[src/rtl/mlnps_pkg.sv]
// Shared types and constants for the last-note-priority key stack.
package mlnps_pkg;

   localparam int KEY_W = 7;

   localparam logic CMD_NOTE_ON  = 1'b0;
   localparam logic CMD_NOTE_OFF = 1'b1;

   typedef enum logic [1:0] {
      ACT_START   = 2'd0,
      ACT_RETRIG  = 2'd1,
      ACT_RELEASE = 2'd2,
      ACT_NONE    = 2'd3
   } action_type;

   typedef struct packed {
      logic             cmd;
      logic [KEY_W-1:0] key;
      logic [6:0]       strength;
      logic [3:0]       midi_channel;
   } req_type;

   typedef struct packed {
      action_type       action;
      logic [KEY_W-1:0] voice_note;
      logic [6:0]       voice_velocity;
      logic [3:0]       voice_channel;
      logic             glide_from_current;
      logic [4:0]       keys_held;
      logic             stack_overflow;
   } rsp_type;

   typedef struct packed {
      logic             push;
      logic             capture;
      logic             shift;
      logic [KEY_W-1:0] key;
   } cell_ctrl_type;

endpackage

[src/rtl/mlnps_cell.sv]
// One stack slot: holds a key, flags a match and shifts down to close a gap.
module mlnps_cell (
   input  logic                         clock,
   input  logic                         reset,
   input  mlnps_pkg::cell_ctrl_type     ctrl,
   input  logic                         slot_sel,
   input  logic                         live,
   input  logic [mlnps_pkg::KEY_W-1:0]  up_entry,
   input  logic                         found_in,
   output logic [mlnps_pkg::KEY_W-1:0]  entry,
   output logic                         found_out
);
   import mlnps_pkg::*;

   logic [KEY_W-1:0] entry_ff;
   logic [KEY_W-1:0] entry_in;
   logic             hit_ff;
   logic             hit_in;

   assign found_out = found_in | hit_ff;
   assign entry     = entry_ff;

   always_comb begin
      entry_in = entry_ff;
      hit_in   = hit_ff;
      if (ctrl.push && slot_sel) begin
         entry_in = ctrl.key;
      end else if (ctrl.shift && found_out) begin
         entry_in = up_entry;
      end
      if (ctrl.capture) begin
         hit_in = live && (entry_ff == ctrl.key);
      end else if (ctrl.shift) begin
         hit_in = 1'b0;
      end
   end

   always_ff @(posedge clock) begin
      if (reset) begin
         entry_ff <= '0;
         hit_ff   <= 1'b0;
      end else begin
         entry_ff <= entry_in;
         hit_ff   <= hit_in;
      end
   end

endmodule

[src/rtl/mono_last_note_priority_stack_top.sv]
// Sequence: a note-on goes from acceptance through the execute and output states; a note-off
// goes through the execute, shift and pick states, the cell row's compare, shift and
// top-select steps, then the output state. One transaction is taken at a time; a new one is
// taken while the previous result waits in the output register.
// Reset: synchronous; clears the stack to zero, the key count, the sounding note and voice.
module mono_last_note_priority_stack_top #(
   parameter int STACK_DEPTH = 16
) (
   input  logic               clock,
   input  logic               reset,
   input  logic               req_valid,
   output logic               req_ready,
   input  mlnps_pkg::req_type req_data,
   output logic               rsp_valid,
   input  logic               rsp_ready,
   output mlnps_pkg::rsp_type rsp_data
);
   import mlnps_pkg::*;

   localparam int CNT_W = $clog2(STACK_DEPTH + 1);

   typedef enum logic [2:0] {
      S_IDLE,
      S_EXEC,
      S_SHIFT,
      S_PICK,
      S_OUT
   } state_type;

   state_type        state_ff, state_in;
   req_type          req_ff, req_in;
   logic [CNT_W-1:0] cnt_ff, cnt_in;
   logic [KEY_W-1:0] sounding_ff, sounding_in;
   logic             voice_on_ff, voice_on_in;
   rsp_type          pend_ff, pend_in;
   rsp_type          rsp_ff, rsp_in;
   logic             rsp_valid_ff, rsp_valid_in;

   cell_ctrl_type    ctrl;
   logic [KEY_W-1:0] entry [STACK_DEPTH];
   logic [KEY_W-1:0] up    [STACK_DEPTH];
   logic             found [STACK_DEPTH+1];
   logic             live  [STACK_DEPTH];
   logic             slot  [STACK_DEPTH];
   logic             top_sel [STACK_DEPTH];
   logic [KEY_W-1:0] top_key;
   logic [CNT_W+4:0] keys_ext;

   assign ctrl.push    = (state_ff == S_EXEC) && (req_ff.cmd == CMD_NOTE_ON);
   assign ctrl.capture = (state_ff == S_EXEC) && (req_ff.cmd == CMD_NOTE_OFF);
   assign ctrl.shift   = (state_ff == S_SHIFT);
   assign ctrl.key     = req_ff.key;
   assign found[0]     = 1'b0;

   for (genvar i = 0; i < STACK_DEPTH; i++) begin : g_cell
      assign live[i] = CNT_W'(i) < cnt_ff;
      assign slot[i] = CNT_W'(i) == cnt_ff;
      if (i == STACK_DEPTH - 1) begin : g_last
         assign up[i]      = '0;
         assign top_sel[i] = live[i];
      end else begin : g_mid
         assign up[i]      = entry[i+1];
         assign top_sel[i] = live[i] && !live[i+1];
      end
      mlnps_cell u_cell (
         .clock     (clock),
         .reset     (reset),
         .ctrl      (ctrl),
         .slot_sel  (slot[i]),
         .live      (live[i]),
         .up_entry  (up[i]),
         .found_in  (found[i]),
         .entry     (entry[i]),
         .found_out (found[i+1])
      );
   end

   always_comb begin
      top_key = '0;
      for (int i = 0; i < STACK_DEPTH; i++) begin
         top_key = top_key | (entry[i] & {KEY_W{top_sel[i]}});
      end
   end

   assign keys_ext  = {5'b0, cnt_ff};
   assign req_ready = (state_ff == S_IDLE);
   assign rsp_valid = rsp_valid_ff;
   assign rsp_data  = rsp_ff;

   always_comb begin
      state_in     = state_ff;
      req_in       = req_ff;
      cnt_in       = cnt_ff;
      sounding_in  = sounding_ff;
      voice_on_in  = voice_on_ff;
      pend_in      = pend_ff;
      rsp_in       = rsp_ff;
      rsp_valid_in = rsp_valid_ff;
      if (rsp_valid_ff && rsp_ready) begin
         rsp_valid_in = 1'b0;
      end
      unique case (state_ff)
         S_IDLE: begin
            if (req_valid) begin
               req_in   = req_data;
               state_in = S_EXEC;
            end
         end
         S_EXEC: begin
            if (req_ff.cmd == CMD_NOTE_ON) begin
               pend_in                    = '0;
               pend_in.action             = ACT_START;
               pend_in.voice_note         = req_ff.key;
               pend_in.voice_velocity     = req_ff.strength;
               pend_in.voice_channel      = req_ff.midi_channel;
               pend_in.glide_from_current = voice_on_ff;
               if (cnt_ff == CNT_W'(STACK_DEPTH)) begin
                  pend_in.stack_overflow = 1'b1;
               end else begin
                  cnt_in = cnt_ff + CNT_W'(1);
               end
               sounding_in = req_ff.key;
               voice_on_in = 1'b1;
               state_in    = S_OUT;
            end else begin
               state_in = S_SHIFT;
            end
         end
         S_SHIFT: begin
            if (found[STACK_DEPTH]) begin
               cnt_in = cnt_ff - CNT_W'(1);
            end
            state_in = S_PICK;
         end
         S_PICK: begin
            pend_in        = '0;
            pend_in.action = ACT_NONE;
            if (voice_on_ff && (sounding_ff == req_ff.key)) begin
               if (cnt_ff != '0) begin
                  pend_in.action             = ACT_RETRIG;
                  pend_in.voice_note         = top_key;
                  pend_in.voice_velocity     = req_ff.strength;
                  pend_in.voice_channel      = req_ff.midi_channel;
                  pend_in.glide_from_current = 1'b1;
                  sounding_in                = top_key;
               end else begin
                  pend_in.action        = ACT_RELEASE;
                  pend_in.voice_note    = req_ff.key;
                  pend_in.voice_channel = req_ff.midi_channel;
                  voice_on_in           = 1'b0;
               end
            end
            state_in = S_OUT;
         end
         S_OUT: begin
            if (!rsp_valid_ff || rsp_ready) begin
               rsp_in           = pend_ff;
               rsp_in.keys_held = keys_ext[4:0];
               rsp_valid_in     = 1'b1;
               state_in         = S_IDLE;
            end
         end
         default: state_in = S_IDLE;
      endcase
   end

   always_ff @(posedge clock) begin
      if (reset) begin
         state_ff     <= S_IDLE;
         cnt_ff       <= '0;
         sounding_ff  <= '0;
         voice_on_ff  <= 1'b0;
         rsp_valid_ff <= 1'b0;
      end else begin
         state_ff     <= state_in;
         cnt_ff       <= cnt_in;
         sounding_ff  <= sounding_in;
         voice_on_ff  <= voice_on_in;
         rsp_valid_ff <= rsp_valid_in;
      end
      req_ff  <= req_in;
      pend_ff <= pend_in;
      rsp_ff  <= rsp_in;
   end

`ifndef SYNTHESIS
   a_one_at_a_time: assert property (@(posedge clock) disable iff (reset)
      (req_valid && req_ready) |=> !req_ready)
      else $error("A second transaction was accepted while one was in progress.");

   a_push_counts: assert property (@(posedge clock) disable iff (reset)
      (state_ff == S_EXEC && req_ff.cmd == CMD_NOTE_ON && cnt_ff != CNT_W'(STACK_DEPTH))
      |=> cnt_ff == $past(cnt_ff) + CNT_W'(1))
      else $error("A stored note-on did not raise the key count.");

   a_release_empty: assert property (@(posedge clock) disable iff (reset)
      (rsp_valid && rsp_data.action == ACT_RELEASE) |-> (rsp_data.keys_held == 5'd0))
      else $error("The voice was released while keys were still held.");

   a_overflow_start: assert property (@(posedge clock) disable iff (reset)
      (rsp_valid && rsp_data.stack_overflow) |-> (rsp_data.action == ACT_START))
      else $error("Overflow was flagged on a result other than a note start.");
`endif

endmodule
[config.mk]
export PLATFORM = sky130hd
export DESIGN_NAME = mono_last_note_priority_stack_top
export DESIGN_NICKNAME = d
export VERILOG_FILES = /design/src/rtl/mlnps_pkg.sv /design/src/rtl/mlnps_cell.sv /design/src/rtl/mono_last_note_priority_stack_top.sv
export SDC_FILE = /design/constraint.sdc
export NUM_CORES = 1
export LEC_CHECK = 0
export BUFFER_PORTS_ARGS = -buffer_cell sky130_fd_sc_hd__buf_2
export CORE_ASPECT_RATIO = 0.9
export CORE_MARGIN = 5
export CORE_UTILIZATION = 40
export CTS_BUF_LIST = sky130_fd_sc_hd__clkbuf_4 sky130_fd_sc_hd__clkbuf_8
export CTS_CLUSTER_DIAMETER = 150
export DETAILED_ROUTE_END_ITERATION = 7
export PLACE_DENSITY = 0.63
export SYNTH_ARGS = -nofsm -noshare
export SYNTH_HDL_FRONTEND = slang
export SYNTH_HIERARCHICAL = 1
export SYNTH_SLANG_ARGS = --single-unit
[constraint.sdc]
create_clock -name clock -period 6 [get_ports clock]
set_clock_uncertainty 0.15 [all_clocks]
set_input_delay 0.9 -clock clock [delete_from_list [all_inputs] [get_ports clock]]
set_output_delay 0.9 -clock clock [all_outputs]
set_load 0.05 [all_outputs]
==> results by stage <==
Route:
- The total met3 wirelength after detailed routing is 3.73 mm.
- The remaining antenna violation count is 0.
- Using the TritonRoute via totals, the vias-per-cell ratio works out to 5.95.
- The uppermost metal layer occupied by signal nets is met5.
- The via count is 10500.
- Wire segments on met2 add up to 15.8 mm in the final route.
- The first detailed-routing pass ran for 6 iterations.
- The DRC marker count from the first detailed-route iteration is 1421.
- For this run, design rule violations remaining after detail routing come to 0.
- The routed length per placed instance is 21.0 microns.
- The detailed router put a total of 16.4 mm of wire on met1.
- The final layout contains routed wiring with a total length of 36.9 mm.

STA:
- The number of hold-slack violations in the final timing report came to 0.
- The final count of pins violating max slew was 0.
- The accumulated negative setup slack is 0 ns.
- The slew of the pin with the lowest slew margin is 1.23 ns.
- Setup violations remaining at the end of the flow were counted as 0.
- The highest clock frequency the design can meet is 171 MHz.
- The worst max-slew margin expressed relative to the limit is 17.7%.
- The final critical path takes up 97.5% of the cycle.
- The worst path needs 5.85 ns of the cycle, external delays included.

Floorplanning:
- Measured along the y axis, the die boundary spans 173 microns.
- The row count is 59.
- In this run the horizontal extent of the chip is 191 microns.
- The effective utilization at floorplan is 40.7%.
- In this run the count of I/O pins placed on the die edge is 52.
- The core region area is 0.0290 sq mm.
- The die covers 0.0331 sq mm.

Global routing:
- The global-route wire length before repair is 56.5 mm.
- The maximum number of pins on one net before global-route repair is 105.
- The number of antenna violations at the first check in global routing is 2.
- For this run, the total global-route usage over all layers was measured as 21.4%.
- The total overflow left after global routing is 0.
- The number of global-route vias before repair is 9460.

Place:
- The count of buffers added on input and output ports is 51.
- The number of placed instances, taps included, is 1689.
- Detailed placement ended at an HPWL of 24.7 mm.
- The global placement routability congestion is 0.934.

Setup path:
- The critical path in this run is classified as register to register.
- The cell with the biggest individual delay on the critical path is sky130_fd_sc_hd__dfxtp_1.
- Data arrives at the worst endpoint at 6.12 ns.
- The cell that appears most often on the critical path is sky130_fd_sc_hd__or2_2.
- For this run, the slowest stage of the critical path takes 0.32 ns.
- The length in cells of the worst reg-to-reg path is 20.
- The signal on the critical path passes through or2_2 > or2_2 > or2_2 > or2_2 > or2_2 > or2_2 > or2_2 > or2_2 > or2_2 > or2_2 > or2_2 > or2_2 > or2_2 > or2_2 > or2_2 > or2_2 > a32oi_4 > nor3_1 > xnor2_1 > nor2_1.
- In this run the worst setup path begins at g_cell[0].u_cell/hit_ff.
- The beginning of the worst register-to-register path is g_cell[0].u_cell/hit_ff.
- The worst setup path is launched from a register.
- The terminus of the critical flop-to-flop path is cnt_ff[2].
- In this run the register-to-register setup slack is 0.15 ns.
- The endpoint class of the critical path is a register.
- Along the worst path, the maximum fanout reaches 4.
- The data required time at the worst endpoint is 6.27 ns.

Synthesis:
- The largest total area in the synthesized netlist belongs to sky130_fd_sc_hd__dfxtp_1.
- The cell area after synthesis is 0.0118 sq mm.
- After synthesis, the most frequently instantiated cells are sky130_fd_sc_hd__nor2_1 (163), sky130_fd_sc_hd__nand2_1 (151), sky130_fd_sc_hd__dfxtp_1 (145).
- Counting flops with a built-in enable in the synthesized netlist gives 68.
- The fraction of registers with async set/reset is 0%.
- The number of unique standard cell types used by synthesis is 66.
- The sequential cell area fraction in the yosys report is 41.9%.
- During synthesis, Yosys emitted a total of 6 warnings.
- In this run the biggest area consumer among cell types represents 24.6% of the synthesized area.
- Ranked by total cell area, the synthesized netlist is headed by sky130_fd_sc_hd__dfxtp_1 (25%), sky130_fd_sc_hd__edfxtp_1 (17%), sky130_fd_sc_hd__a311oi_1 (8.3%), sky130_fd_sc_hd__xnor2_1 (6.5%), sky130_fd_sc_hd__nand3_1 (5.8%).
- In the synthesized netlist the dominant register cell turns out to be sky130_fd_sc_hd__dfxtp_1.
- The gate count of the mapped netlist is 1305.
- A synthesized cell averages 9.05 sq um.
- The dominant cell by count in the synthesized netlist is sky130_fd_sc_hd__nor2_1.
- The synthesis-stage register bit count is 213.

Layout:
- The final standard cell count with taps included and fillers excluded is 1757.
- The combined flip-flop and latch cell area is 0.00494 sq mm.
- In the final layout, the multi-input gates occupy 0.00622 sq mm.
- The layout filler cell count is 2835.
- The share of final-layout standard cells stronger than drive strength 1 is 14.6%.
- For this run, the share of the core covered by cells in the final layout is 44.4%.
- The number of nets in the layout is 1360.
- Relative to the synthesized area, the layout overhead comes to 9.20%.

Outcome:
- The flow ran to the end, and the final reports show no timing, DRC or antenna violations.

Pwr:
- The total leakage power is 4.02 nW.
- Across the VDD grid, the largest voltage drop is 0.135 mV.
- In this run the power density over the cells is 267 mW/mm^2.

Worst hold path:
- The class of the most critical hold timing path is register to register.
- The endpoint of the worst hold path is rsp_data[14].
- The startpoint of the tightest hold check path is pend_ff[14].
- The hold path depth is 0.

Clocking:
- Post-CTS timing repair inserted 0 buffers for setup.
- The tree built by TritonCTS fans out to 213 sinks.
- Buffers inserted during clock tree synthesis total 37.
- The clock reaches the later pin of the worst-skew pair after 0.56 ns.
- In this run the deepest clock path goes through 3 buffers.
- After clock tree synthesis, the clock-pin slew on the worst setup and hold paths is 0.07 ns.
- The tree is rooted in a sky130_fd_sc_hd__clkbuf_8.
- The level count of the clock H-tree is 2.
- The TritonCTS clock tree is yes.

Run:
- The tool flagged a number of max-cap violations equal to 0.
[flip-flops by register name, indices dropped and copies added, names as in the netlist]
name and cells:
g_cell.u_cell/entry 112, rsp_data 27, pend_ff 22, g_cell.u_cell/hit_ff 16
req_ff 12, ctrl 7, sounding_ff 7, cnt_ff 5
state_ff 3, rsp_valid 1, voice_on_ff 1
[cells by family (layout without fill, tap and decap cells)]
family / Yosys count / after routing / synth area share (%)
mux: 28 / 28 / 2.38
fa+ha+maj: 5 / 5 / 0.530
compound gates: 225 / 225 / 15.3
simple gates: 609 / 609 / 24.7
other cells: 1 / 10 / 0.0318
buf+inv: 100 / 147 / 5.93
xor+xnor: 124 / 124 / 9.20
flops: 213 / 213 / 41.9
[placed cells by master, fill, tap and decap left out, drive strengths merged, types with 36 or more instances in the layout]
| master | count |
|---|---|
| a311oi | 112 |
| buf | 68 |
| clkbuf | 56 |
| dfxtp | 145 |
| edfxtp | 68 |
| nand2 | 183 |
| nand3 | 137 |
| nor2 | 165 |
| xnor2 | 88 |
| xor2 | 36 |
[per-layer routing]
| layer | up-vias | GRT usage (%) |
|---|---|---|
| li1 | 4818 | - |
| met2 | 519 | 31.5 |
| met1 | 5032 | 31.7 |
| met4 | 2 | 6.19 |
| met3 | 84 | 4.25 |
| met5 | - | 0 |
[critical path: cells and delay by family, from the launching register on]
kind / cells / cell delay (ns)
AND/OR/NAND/NOR: 18 / 4.85
flip-flops: 1 / 0.32
AO/OA/AOI/OAI: 1 / 0.24
XOR/XNOR: 1 / 0.18
[timing repair]
action	in CTS	in global routing
hold buffers	0	0
resized for setup	0	2
setup endpoints to repair	0	5
[per-stage QoR]
step                      hold WS, ns  power (mW)  area [sq um]  worst slack, ns
after floorplan                 0.250        1.93         11800            0.538
after global placement          0.251        2.04         12100            0.220
after detailed placement        0.255        2.05         12100            0.146
after CTS                       0.268        3.46         12900            0.119
after global routing            0.278        3.58         12900          -0.0399
final                           0.265        3.44         12900            0.151
[layout make-up]
| cell class | instances | share of cell area, % |
|---|---|---|
| inverters | 12 | 0.369 |
| repair buffers | 68 | 3.09 |
| diodes | 1 | 0.0194 |
| clock buffers | 56 | 5.45 |
| multi-input cells | 1000 | 48.2 |
| well taps | 396 | 3.84 |
| clock inverters | 11 | 0.650 |
| flip-flops and latches | 213 | 38.4 |
[how the worst max path moves through the flow]
stage                           end  depth (start not counted)
final                     cnt_ff[2]                         20
after global routing      cnt_ff[2]                         20
after CTS                 cnt_ff[0]                         20
after detailed placement  cnt_ff[0]                         20
after global placement    cnt_ff[0]                         20
after floorplan           cnt_ff[0]                         20
[report_power, final]
part           internal, mW  leakage [nW]  total, mW  switching (mW)
Combinational         0.141          1.81      0.404           0.264
Sequential             1.55          1.81       1.62          0.0753
Clock                 0.793         0.408       1.41           0.620
Power figures use the tool's default switching activity.
